`src/rtl/arsch_pkg.sv`:
```
package arsch_pkg;

    // Field widths of the command and result words
    localparam int IDX_W  = 4;
    localparam int TIME_W = 16;
    localparam int ACT_W  = 5;
    localparam int QNT_W  = 8;

    // Divider widths: numerator 2a+b, denominator 2b
    localparam int DIV_NUM_W = 19;
    localparam int DIV_DEN_W = 17;

    localparam logic [TIME_W-1:0] PRIO_MAX = 16'hFFFF;

    // Command codes
    localparam logic [1:0] OP_LOAD   = 2'd0;
    localparam logic [1:0] OP_SETREM = 2'd1;
    localparam logic [1:0] OP_TICK   = 2'd2;
    localparam logic [1:0] OP_POLICY = 2'd3;

    // Entry status codes
    localparam logic [1:0] ST_NEW      = 2'd0;
    localparam logic [1:0] ST_READY    = 2'd1;
    localparam logic [1:0] ST_RUNNING  = 2'd2;
    localparam logic [1:0] ST_FINISHED = 2'd3;

    // Configuration register indexes
    localparam logic REG_ACTIVE  = 1'b0;
    localparam logic REG_QUANTUM = 1'b1;

    typedef struct packed {
        logic [1:0]        status;
        logic [TIME_W-1:0] arrival;
        logic [TIME_W-1:0] burst;
        logic [TIME_W-1:0] remaining;
        logic [TIME_W-1:0] prio;
    } entry_t;

    typedef struct packed {
        logic [1:0]        op;
        logic [IDX_W-1:0]  entry_index;
        logic [TIME_W-1:0] arrival_time;
        logic [TIME_W-1:0] burst_length;
        logic [TIME_W-1:0] initial_priority;
        logic [TIME_W-1:0] remaining_value;
        logic [TIME_W-1:0] tick_time;
    } cmd_word_t;

    typedef struct packed {
        logic             selected_valid;
        logic [IDX_W-1:0] selected_index;
        logic             first_dispatch;
        logic             finished_valid;
        logic [IDX_W-1:0] finished_index;
    } res_word_t;

endpackage

```
`src/rtl/arsch_table.sv`:
```
module arsch_table #(
    parameter int TABLE_DEPTH = 16
) (
    input  logic                           clk,
    input  logic                           rst_n,
    input  logic                           rd_en,
    input  logic [$clog2(TABLE_DEPTH)-1:0] rd_addr,
    output arsch_pkg::entry_t              rd_data,
    input  logic                           wr_en,
    input  logic [$clog2(TABLE_DEPTH)-1:0] wr_addr,
    input  arsch_pkg::entry_t              wr_data
);
    import arsch_pkg::*;

    entry_t                 mem_reg [TABLE_DEPTH];
    logic [TABLE_DEPTH-1:0] written_reg;
    entry_t                 rd_word_reg;
    logic                   rd_ok_reg;

    // Entry storage, one write and one registered read
    always_ff @(posedge clk)
    begin
        if (wr_en)
        begin
            mem_reg[wr_addr] <= wr_data;
        end
        if (rd_en)
        begin
            rd_word_reg <= mem_reg[rd_addr];
        end
    end

    // Written marks: an entry never written reads as all zero (status NEW)
    always_ff @(posedge clk or negedge rst_n)
    begin
        if (!rst_n)
        begin
            written_reg <= '0;
            rd_ok_reg   <= 1'b0;
        end
        else
        begin
            if (wr_en)
            begin
                written_reg[wr_addr] <= 1'b1;
            end
            if (rd_en)
            begin
                rd_ok_reg <= written_reg[rd_addr];
            end
        end
    end

    assign rd_data = rd_ok_reg ? rd_word_reg : '0;

endmodule

```
`src/rtl/arsch_div.sv`:
```
module arsch_div (
    input  logic                             clk,
    input  logic                             rst_n,
    input  logic                             start,
    input  logic [arsch_pkg::DIV_NUM_W-1:0]  num,
    input  logic [arsch_pkg::DIV_DEN_W-1:0]  den,
    output logic                             done,
    output logic [arsch_pkg::DIV_NUM_W-1:0]  quo
);
    import arsch_pkg::*;

    localparam int CNT_W = $clog2(DIV_NUM_W + 1);

    logic [DIV_DEN_W-1:0] rem_reg, rem_next;
    logic [DIV_NUM_W-1:0] quo_reg, quo_next;
    logic [DIV_DEN_W-1:0] den_reg, den_next;
    logic [CNT_W-1:0]     cnt_reg, cnt_next;
    logic                 run_reg, run_next;
    logic                 done_reg, done_next;
    logic [DIV_DEN_W:0]   shifted;

    // One quotient bit per cycle, restoring
    always_comb
    begin
        rem_next  = rem_reg;
        quo_next  = quo_reg;
        den_next  = den_reg;
        cnt_next  = cnt_reg;
        run_next  = run_reg;
        done_next = 1'b0;
        shifted   = {rem_reg, quo_reg[DIV_NUM_W-1]};
        if (start)
        begin
            rem_next = '0;
            quo_next = num;
            den_next = den;
            cnt_next = '0;
            run_next = 1'b1;
        end
        else if (run_reg)
        begin
            if (shifted >= {1'b0, den_reg})
            begin
                rem_next = DIV_DEN_W'(shifted - {1'b0, den_reg});
                quo_next = {quo_reg[DIV_NUM_W-2:0], 1'b1};
            end
            else
            begin
                rem_next = shifted[DIV_DEN_W-1:0];
                quo_next = {quo_reg[DIV_NUM_W-2:0], 1'b0};
            end
            cnt_next = cnt_reg + 1'b1;
            if (cnt_reg == CNT_W'(DIV_NUM_W - 1))
            begin
                run_next  = 1'b0;
                done_next = 1'b1;
            end
        end
    end

    always_ff @(posedge clk or negedge rst_n)
    begin
        if (!rst_n)
        begin
            run_reg  <= 1'b0;
            done_reg <= 1'b0;
            cnt_reg  <= '0;
        end
        else
        begin
            run_reg  <= run_next;
            done_reg <= done_next;
            cnt_reg  <= cnt_next;
        end
    end

    always_ff @(posedge clk)
    begin
        rem_reg <= rem_next;
        quo_reg <= quo_next;
        den_reg <= den_next;
    end

    assign done = done_reg;
    assign quo  = quo_reg;

endmodule

```
`src/rtl/aging_priority_rr_scheduler.sv`:
```
// Aging-priority round-robin scheduler over a table of task entries.
// Command channel: a word on cmd is taken when start is high and busy is low;
// busy stays high until the result word is shown. Every command gives one
// result word on result, marked by done for one cycle; the receiver cannot
// stall, so the result is simply presented and the block returns to idle.
// Configuration: cfg_index 0 is active_count, 1 is slice_quantum; writes are
// always accepted (cfg_ready high) and belong in idle periods.
// Load writes the entry; set remaining reads and rewrites it. Tick: a walk
// over the active entries, each read, evaluated and written back (a live
// entry waits for the bit-serial divider on an aging tick), one read of the
// running entry, then a round-robin walk. All entry state sits in one table
// memory with one read and one write port, so one entry is handled at a
// time; a new command is taken only after the previous result.
// Reset: all entries read as NEW, nothing runs, active_count is 16 and
// slice_quantum is 2; no clearing pass is needed.
module aging_priority_rr_scheduler #(
    parameter int TABLE_DEPTH  = 16,
    parameter int AGING_PERIOD = 5
) (
    input  logic                              clk,
    input  logic                              rst_n,
    input  logic                              start,
    output logic                              busy,
    input  arsch_pkg::cmd_word_t              cmd,
    input  logic                              cfg_valid,
    output logic                              cfg_ready,
    input  logic                              cfg_index,
    input  logic [arsch_pkg::QNT_W-1:0]       cfg_data,
    output logic                              done,
    output arsch_pkg::res_word_t              result
);
    import arsch_pkg::*;

    localparam int AW = $clog2(TABLE_DEPTH);
    localparam int CW = AW + 1;

    // Reciprocal of the aging period for the tick-time remainder
    localparam int AGE_SH = TIME_W + $clog2(AGING_PERIOD);
    localparam int AGE_MW = TIME_W + 1;
    localparam logic [AGE_MW-1:0] AGE_MUL =
        AGE_MW'(((longint'(1) << AGE_SH) + longint'(AGING_PERIOD) - 1) /
                longint'(AGING_PERIOD));

    localparam logic [3:0] S_IDLE  = 4'd0;
    localparam logic [3:0] S_LOAD  = 4'd1;
    localparam logic [3:0] S_SR_RD = 4'd2;
    localparam logic [3:0] S_SR_WR = 4'd3;
    localparam logic [3:0] S_A_RD  = 4'd4;
    localparam logic [3:0] S_A_EV  = 4'd5;
    localparam logic [3:0] S_A_DIV = 4'd6;
    localparam logic [3:0] S_A_WR  = 4'd7;
    localparam logic [3:0] S_R_CHK = 4'd8;
    localparam logic [3:0] S_R_EV  = 4'd9;
    localparam logic [3:0] S_MOD   = 4'd10;
    localparam logic [3:0] S_B_RD  = 4'd11;
    localparam logic [3:0] S_B_EV  = 4'd12;
    localparam logic [3:0] S_DONE  = 4'd13;

    logic [3:0]        state_reg, state_next;
    cmd_word_t         cmd_reg, cmd_next;
    logic [CW-1:0]     n_reg, n_next;
    logic              age_reg, age_next;
    logic [CW-1:0]     i_reg, i_next;
    logic [TIME_W-1:0] best_reg, best_next;
    logic              any_reg, any_next;
    entry_t            work_reg, work_next;
    logic              live_reg, live_next;
    logic              run_valid_reg, run_valid_next;
    logic [AW-1:0]     run_slot_reg, run_slot_next;
    logic [QNT_W-1:0]  slice_reg, slice_next;
    logic              last_valid_reg, last_valid_next;
    logic [AW-1:0]     last_pick_reg, last_pick_next;
    logic [CW-1:0]     k_reg, k_next;
    logic [CW-1:0]     cnt_reg, cnt_next;
    res_word_t         res_reg, res_next;
    logic [ACT_W-1:0]  active_reg;
    logic [QNT_W-1:0]  quantum_reg;

    logic              rd_en;
    logic [AW-1:0]     rd_addr;
    entry_t            rd_data;
    logic              wr_en;
    logic [AW-1:0]     wr_addr;
    entry_t            wr_data;
    logic              div_start;
    logic [DIV_NUM_W-1:0] div_num;
    logic [DIV_DEN_W-1:0] div_den;
    logic              div_done;
    logic [DIV_NUM_W-1:0] div_quo;

    logic [1:0]        st_upd;
    logic              ev_live;
    logic signed [18:0] wait_raw;
    logic [17:0]       wait_clamp;
    logic [17:0]       sum_a;

    logic [TIME_W+AGE_MW-1:0] age_prod;
    logic [TIME_W-1:0]        age_quo;
    logic                     age_hit;

    arsch_table #(
        .TABLE_DEPTH(TABLE_DEPTH)
    ) u_table (
        .clk     (clk),
        .rst_n   (rst_n),
        .rd_en   (rd_en),
        .rd_addr (rd_addr),
        .rd_data (rd_data),
        .wr_en   (wr_en),
        .wr_addr (wr_addr),
        .wr_data (wr_data)
    );

    arsch_div u_div (
        .clk   (clk),
        .rst_n (rst_n),
        .start (div_start),
        .num   (div_num),
        .den   (div_den),
        .done  (div_done),
        .quo   (div_quo)
    );

    // Aging tick: nonzero tick time that is a multiple of the period
    always_comb
    begin
        age_prod = (TIME_W+AGE_MW)'(cmd.tick_time) * (TIME_W+AGE_MW)'(AGE_MUL);
        age_quo  = TIME_W'(age_prod >> AGE_SH);
        age_hit  = (cmd.tick_time != '0) &&
                   (cmd.tick_time == TIME_W'(age_quo * AGING_PERIOD));
    end

    // Entry evaluation on the word just read
    always_comb
    begin
        st_upd = rd_data.status;
        if (rd_data.status == ST_NEW && rd_data.arrival <= cmd_reg.tick_time)
        begin
            st_upd = ST_READY;
        end
        ev_live = (st_upd == ST_READY || st_upd == ST_RUNNING) &&
                  (rd_data.remaining != '0);
        wait_raw = $signed({3'b000, cmd_reg.tick_time}) - $signed({3'b000, rd_data.arrival})
                 - $signed({3'b000, rd_data.burst}) + $signed({3'b000, rd_data.remaining});
        wait_clamp = wait_raw[18] ? '0 : wait_raw[17:0];
        sum_a      = wait_clamp + {2'b00, rd_data.remaining};
        div_num    = {sum_a, 1'b0} + {3'b000, rd_data.remaining};
        div_den    = {rd_data.remaining, 1'b0};
    end

    // Command sequencer
    always_comb
    begin
        state_next      = state_reg;
        cmd_next        = cmd_reg;
        n_next          = n_reg;
        age_next        = age_reg;
        i_next          = i_reg;
        best_next       = best_reg;
        any_next        = any_reg;
        work_next       = work_reg;
        live_next       = live_reg;
        run_valid_next  = run_valid_reg;
        run_slot_next   = run_slot_reg;
        slice_next      = slice_reg;
        last_valid_next = last_valid_reg;
        last_pick_next  = last_pick_reg;
        k_next          = k_reg;
        cnt_next        = cnt_reg;
        res_next        = res_reg;
        rd_en           = 1'b0;
        rd_addr         = '0;
        wr_en           = 1'b0;
        wr_addr         = '0;
        wr_data         = rd_data;
        div_start       = 1'b0;

        unique case (state_reg)
            S_IDLE:
            begin
                if (start)
                begin
                    cmd_next = cmd;
                    res_next = '0;
                    unique case (cmd.op)
                        OP_LOAD:   state_next = S_LOAD;
                        OP_SETREM: state_next = S_SR_RD;
                        OP_TICK:
                        begin
                            n_next   = (32'(active_reg) > TABLE_DEPTH) ?
                                       CW'(TABLE_DEPTH) : CW'(active_reg);
                            age_next = age_hit;
                            i_next   = '0;
                            best_next = '0;
                            any_next  = 1'b0;
                            state_next = S_A_RD;
                        end
                        OP_POLICY:
                        begin
                            run_valid_next  = 1'b0;
                            run_slot_next   = '0;
                            slice_next      = '0;
                            last_valid_next = 1'b0;
                            last_pick_next  = '0;
                            state_next      = S_DONE;
                        end
                        default: state_next = S_DONE;
                    endcase
                end
            end
            S_LOAD:
            begin
                wr_en = (32'(cmd_reg.entry_index) < TABLE_DEPTH);
                wr_addr = AW'(cmd_reg.entry_index);
                wr_data.status    = ST_NEW;
                wr_data.arrival   = cmd_reg.arrival_time;
                wr_data.burst     = cmd_reg.burst_length;
                wr_data.remaining = cmd_reg.burst_length;
                wr_data.prio      = cmd_reg.initial_priority;
                state_next = S_DONE;
            end
            S_SR_RD:
            begin
                rd_en   = 1'b1;
                rd_addr = AW'(cmd_reg.entry_index);
                state_next = S_SR_WR;
            end
            S_SR_WR:
            begin
                wr_en   = (32'(cmd_reg.entry_index) < TABLE_DEPTH);
                wr_addr = AW'(cmd_reg.entry_index);
                wr_data.remaining = cmd_reg.remaining_value;
                state_next = S_DONE;
            end
            // Pass one: arrivals, aging and the top live priority
            S_A_RD:
            begin
                if (i_reg == n_reg)
                begin
                    state_next = S_R_CHK;
                end
                else
                begin
                    rd_en   = 1'b1;
                    rd_addr = i_reg[AW-1:0];
                    state_next = S_A_EV;
                end
            end
            S_A_EV:
            begin
                work_next        = rd_data;
                work_next.status = st_upd;
                live_next        = ev_live;
                if (age_reg && ev_live)
                begin
                    div_start  = 1'b1;
                    state_next = S_A_DIV;
                end
                else
                begin
                    state_next = S_A_WR;
                end
            end
            S_A_DIV:
            begin
                if (div_done)
                begin
                    work_next.prio = (div_quo > DIV_NUM_W'(PRIO_MAX)) ?
                                     PRIO_MAX : div_quo[TIME_W-1:0];
                    state_next = S_A_WR;
                end
            end
            S_A_WR:
            begin
                wr_en   = 1'b1;
                wr_addr = i_reg[AW-1:0];
                wr_data = work_reg;
                if (live_reg && (!any_reg || work_reg.prio > best_reg))
                begin
                    best_next = work_reg.prio;
                    any_next  = 1'b1;
                end
                i_next     = i_reg + 1'b1;
                state_next = S_A_RD;
            end
            // Running entry check
            S_R_CHK:
            begin
                k_next = last_valid_reg ? (CW'(last_pick_reg) + 1'b1) : '0;
                if (!any_reg)
                begin
                    run_valid_next = 1'b0;
                    state_next     = S_DONE;
                end
                else if (run_valid_reg)
                begin
                    rd_en   = 1'b1;
                    rd_addr = run_slot_reg;
                    state_next = S_R_EV;
                end
                else
                begin
                    state_next = S_MOD;
                end
            end
            S_R_EV:
            begin
                wr_addr    = run_slot_reg;
                state_next = S_MOD;
                if (rd_data.remaining == '0)
                begin
                    wr_en          = 1'b1;
                    wr_data.status = ST_FINISHED;
                    res_next.finished_valid = 1'b1;
                    res_next.finished_index = IDX_W'(run_slot_reg);
                    run_valid_next = 1'b0;
                    slice_next     = '0;
                end
                else if (rd_data.prio < best_reg)
                begin
                    wr_en          = 1'b1;
                    wr_data.status = ST_READY;
                    run_valid_next = 1'b0;
                    slice_next     = '0;
                end
                else if (rd_data.prio == best_reg)
                begin
                    if (slice_reg >= quantum_reg)
                    begin
                        wr_en          = 1'b1;
                        wr_data.status = ST_READY;
                        run_valid_next = 1'b0;
                        slice_next     = '0;
                    end
                    else
                    begin
                        slice_next = slice_reg + 1'b1;
                        res_next.selected_valid = 1'b1;
                        res_next.selected_index = IDX_W'(run_slot_reg);
                        state_next = S_DONE;
                    end
                end
            end
            // Wrap the round-robin start into the active range
            S_MOD:
            begin
                if (k_reg >= n_reg)
                begin
                    k_next = k_reg - n_reg;
                end
                else
                begin
                    cnt_next   = '0;
                    state_next = S_B_RD;
                end
            end
            // Pass two: first top-priority live entry after the last pick
            S_B_RD:
            begin
                if (cnt_reg == n_reg)
                begin
                    state_next = S_DONE;
                end
                else
                begin
                    rd_en   = 1'b1;
                    rd_addr = k_reg[AW-1:0];
                    state_next = S_B_EV;
                end
            end
            S_B_EV:
            begin
                if ((rd_data.status == ST_READY || rd_data.status == ST_RUNNING) &&
                    rd_data.remaining != '0 && rd_data.prio == best_reg)
                begin
                    wr_en          = 1'b1;
                    wr_addr        = k_reg[AW-1:0];
                    wr_data.status = ST_RUNNING;
                    run_valid_next  = 1'b1;
                    run_slot_next   = k_reg[AW-1:0];
                    last_valid_next = 1'b1;
                    last_pick_next  = k_reg[AW-1:0];
                    slice_next      = QNT_W'(1);
                    res_next.selected_valid = 1'b1;
                    res_next.selected_index = IDX_W'(k_reg[AW-1:0]);
                    res_next.first_dispatch = (rd_data.burst == rd_data.remaining);
                    state_next = S_DONE;
                end
                else
                begin
                    k_next     = (k_reg + 1'b1 == n_reg) ? '0 : k_reg + 1'b1;
                    cnt_next   = cnt_reg + 1'b1;
                    state_next = S_B_RD;
                end
            end
            S_DONE:
            begin
                state_next = S_IDLE;
            end
            default: state_next = S_IDLE;
        endcase
    end

    // Control state
    always_ff @(posedge clk or negedge rst_n)
    begin
        if (!rst_n)
        begin
            state_reg      <= S_IDLE;
            run_valid_reg  <= 1'b0;
            run_slot_reg   <= '0;
            slice_reg      <= '0;
            last_valid_reg <= 1'b0;
            last_pick_reg  <= '0;
            any_reg        <= 1'b0;
            live_reg       <= 1'b0;
            age_reg        <= 1'b0;
            n_reg          <= '0;
            i_reg          <= '0;
            k_reg          <= '0;
            cnt_reg        <= '0;
            res_reg        <= '0;
        end
        else
        begin
            state_reg      <= state_next;
            run_valid_reg  <= run_valid_next;
            run_slot_reg   <= run_slot_next;
            slice_reg      <= slice_next;
            last_valid_reg <= last_valid_next;
            last_pick_reg  <= last_pick_next;
            any_reg        <= any_next;
            live_reg       <= live_next;
            age_reg        <= age_next;
            n_reg          <= n_next;
            i_reg          <= i_next;
            k_reg          <= k_next;
            cnt_reg        <= cnt_next;
            res_reg        <= res_next;
        end
    end

    // Payload
    always_ff @(posedge clk)
    begin
        cmd_reg  <= cmd_next;
        work_reg <= work_next;
        best_reg <= best_next;
    end

    // Configuration registers
    always_ff @(posedge clk or negedge rst_n)
    begin
        if (!rst_n)
        begin
            active_reg  <= ACT_W'(16);
            quantum_reg <= QNT_W'(2);
        end
        else if (cfg_valid)
        begin
            unique case (cfg_index)
                REG_ACTIVE:  active_reg  <= cfg_data[ACT_W-1:0];
                REG_QUANTUM: quantum_reg <= cfg_data;
                default:     ;
            endcase
        end
    end

    assign cfg_ready = 1'b1;
    assign busy      = (state_reg != S_IDLE);
    assign done      = (state_reg == S_DONE);
    assign result    = res_reg;

endmodule
```
`config.mk`:
```
export PLATFORM = sky130hd
export DESIGN_NAME = aging_priority_rr_scheduler
export DESIGN_NICKNAME = d
export VERILOG_FILES = /design/src/rtl/arsch_pkg.sv /design/src/rtl/arsch_table.sv /design/src/rtl/arsch_div.sv /design/src/rtl/aging_priority_rr_scheduler.sv
export SDC_FILE = /design/constraint.sdc
export NUM_CORES = 2
export LEC_CHECK = 0
export ABC_AREA = 1
export BUFFER_PORTS_ARGS = -buffer_cell sky130_fd_sc_hd__buf_2
export CORE_MARGIN = 3
export CORE_UTILIZATION = 45
export DETAILED_ROUTE_END_ITERATION = 10
export PLACE_DENSITY_LB_ADDON = 0.2
export SYNTH_ARGS = -nofsm -noshare
export SYNTH_HDL_FRONTEND = slang
export SYNTH_SLANG_ARGS = --single-unit
```
`constraint.sdc`:
```
create_clock -name clk -period 24.1 [get_ports clk]
set_clock_uncertainty 0.1 [all_clocks]
set_input_delay 2.41 -clock clk [delete_from_list [all_inputs] [get_ports clk]]
set_output_delay 2.41 -clock clk [all_outputs]
set_load 0.05 [all_outputs]
```
==> reports/qor.csv <==
stage,metric,value,unit
run_status,status,finished clean,
cells_and_area,area_growth,11.2,%
placement,dp_hpwl,126000,um
placement,io_buffers,111,
placement,place_congestion,0.945,
cells_and_area,drive_gt1_frac,0.0737,
synthesis,syn_inst,6162,
synthesis,synth_top_area_share,0.572,
synthesis,synth_top_cell_by_area,edfxtp_1,
floorplanning,io_pins,113,
cts,htree_levels,4,
sta,report.final.slew_viol_count,0,
setup_path,worst_path_most_repeated_cell,nand2_1,
setup_path,crit_type,flip-flop to flip-flop,
cts,post_cts_buffers,0,
synthesis,synth_flop_cell,edfxtp_1,
synthesis,async_flop_share,0.0623,
grt,grt_max_degree,190,
routing,wirelength,207000,um
setup_path,cp-end-kind,flip-flop,
synthesis,synthTopCellsByArea,"edfxtp_1 57%, ha_1 5.7%, nand2_1 4.0%",
setup_path,path_max_fanout,44,
sta,finalSetupTns,0,ns
synthesis,synth_edf_count,1323,
grt,antenna_found_initial,2,
routing,num_vias,47600,
floorplanning,die_h,399,um
routing,drc,0,
grt,overflow,0,
setup_path,cp-start-kind,flip-flop,
worst_hold_path,holdCritPathClass,flip-flop to flip-flop,
routing,viasPerCell,5.67,
setup_path,r2r_slack,14.95,ns
setup_path,required,24.55,ns
synthesis,synth-seq-area-share,0.609,
synthesis,yosysWarnings,0,
sta,period_needed,9.15,ns
setup_path,crit_arrival,9.60,ns
cells_and_area,final_util,0.506,
cts,clk_latency,0.80,ns
sta,setup_viol,0,
setup_path,crit_slowest_cell,dfrtp_4,
cts,cts-buffers-inserted,153,
setup_path,critPathBufInv,8,
routing,dr.pass1.iters,6,
cells_and_area,multi_input_area,24100,um2
setup_path,critPathTopFamily,simple AND/OR/NAND/NOR gates,
sta,hold_viol_final,0,
cells_and_area,fillers,13400,
cells_and_area,layout.cells.most_common,edfxtp_1,
floorplanning,start_util,0.455,
setup_path,r2r_end,u_div.quo[18]$_DFFE_PP_,
cells_and_area,final_nets,6759,
setup_path,reg2reg_from,u_table.rd_ok_reg$_DFFE_PN0P_,
cts,ctsResizeCount,0,
cells_and_area,final_cell_mix,"1323 x edfxtp_1, 748 x nand2_1, 677 x nor2_1",
sta,rsz0062_at_grt,false,
sta,fmax,109,MHz
cells_and_area,seqCellArea,42300,um2
setup_path,worstRegToRegCells,46,
cts,clk_pin_slew,0.06,ns
placement,place_area,72200,um2
cts,cts.sinks,1429,
sta,tightest_slew,1.38,ns
synthesis,syn_area,69500,um2
sta,post-route-period-util,0.380,
worst_hold_path,min_to,u_table.written_reg[15]$_DFFE_PN0P_,
job,cap_violations,0,
worst_hold_path,min_path_cells,2,
floorplanning,placement_rows,143,
worst_hold_path,min_from,u_table.written_reg[15]$_DFFE_PN0P_,
routing,drtAntennaViolNets,0,
routing,first_iter_violations,5056,
setup_path,cp_slowest_stage_delay,0.94,ns
cts,root_buffer,clkbuf_16,
grt,grt_pass1_vias,45600,
synthesis,ys_types,57,
cts,cts_hold_buffers,0,
floorplanning,core,153000,um2
cts,cts_max_path_buffers,3,
cts,cts_tree,yes,
synthesis,syn_avg_cell_area,11.3,um2
floorplanning,die-area,159000,um2
cells_and_area,largest_register_ffs,1056,
grt,grt_pass1_wl,305000,um
cells_and_area,design_area,77300,um2
synthesis,ys_ff_latch,1429,
grt,grt_use_total,0.259,
routing,wl_per_cell,24.7,um
sta,max-slew-margin-rel,0.0783,
floorplanning,die_x,399,um
synthesis,syn_nets,6680,
[Yosys cell counts (3+ instances only)]
library cell and count:
a211oi_1 7, a21boi_0 7, a21o_1 17, a21oi_1 166, a221o_1 15, a221oi_1 5
a31oi_1 11, buf_1 19, buf_2 151, buf_4 6, clkbuf_1 82, clkbuf_2 11
dfrtp_1 87, dfxtp_1 17, edfxtp_1 1323, fa_1 103, ha_1 316, inv_1 533
inv_2 11, nand2_1 748, nand3_1 463, nand3b_1 10, nand4_1 59, nor2_1 699
nor2_2 4, nor2_4 3, nor3_1 27, nor4_1 6, o2111ai_1 16, o211ai_1 367
o21a_1 5, o21ai_0 365, o21ai_1 77, o21bai_1 9, o221ai_1 4, o22ai_1 6
o31ai_1 4, or2_0 262, or2_2 6, xnor2_1 35, xor2_1 77
[logic make-up (layout without fill, tap and decap cells)]
| group | Yosys count | in the layout | synth area share |
|---|---|---|---|
| AO/OA/AOI/OAI | 1089 | 1089 | 0.0967 |
| XOR/XNOR | 112 | 112 | 0.0141 |
| adder cells (fa/ha/maj) | 419 | 419 | 0.0866 |
| buffers and inverters | 815 | 1018 | 0.0473 |
| flip-flops | 1429 | 1429 | 0.609 |
| other | 1 | 6 | 0.0000540 |
| AND/OR/NAND/NOR | 2297 | 2297 | 0.147 |
[per-stage QoR]
step | setup WS (ns) | std cells | hold WS (ns)
detailed placement | 14.32 | 8115 | 0.344
finish | 14.95 | 8400 | 0.359
CTS | 15.05 | 8394 | 0.360
floorplan | 15.46 | 6162 | 0.322
global placement | 14.25 | 8115 | 0.338
global route | 14.14 | 8395 | 0.383
[worst min-delay path, delay by kind of cell, from the launching register on]
family / cells / cell delay [ns]
DFF: 1 / 0.33
buffers and inverters: 1 / 0.05
and+or+nand+nor: 1 / 0.05
[worst max path at each step]
stage	from	slack, ns	to	cells past startpoint
floorplan	cmd[8]	15.46	age_reg$_DFFE_PN0P_	29
global placement	cmd[8]	14.25	age_reg$_DFFE_PN0P_	32
detailed placement	cmd[8]	14.32	age_reg$_DFFE_PN0P_	30
CTS	u_table.rd_ok_reg$_DFFE_PN0P_	15.05	u_div.quo[18]$_DFFE_PP_	46
global route	u_table.rd_ok_reg$_DFFE_PN0P_	14.14	u_div.quo[18]$_DFFE_PP_	46
finish	u_table.rd_ok_reg$_DFFE_PN0P_	14.95	u_div.quo[18]$_DFFE_PP_	46
[routing by layer]
layer | vias up | global-route usage | routed length [um]
met1 | 23600 | 0.374 | 91600
met5 | - | 0 | 0
met2 | 1797 | 0.406 | 95000
met4 | 0 | 0.0664 | 4910
met3 | 282 | 0.0458 | 15700
li1 | 22000 | - | -
[area by class of cell]
type / instances / area share
multi-input combinational: 3918 / 0.312
clock inverter: 88 / 0.0129
antenna: 5 / 0.000162
tap: 2030 / 0.0329
clock buffer: 191 / 0.0527
inverter: 546 / 0.0268
sequential: 1429 / 0.547
timing repair buffer: 193 / 0.0157
Power is left out: the tool's default activity adds up to more than one toggle a clock period on the data nets, which glitch-free logic cannot reach.
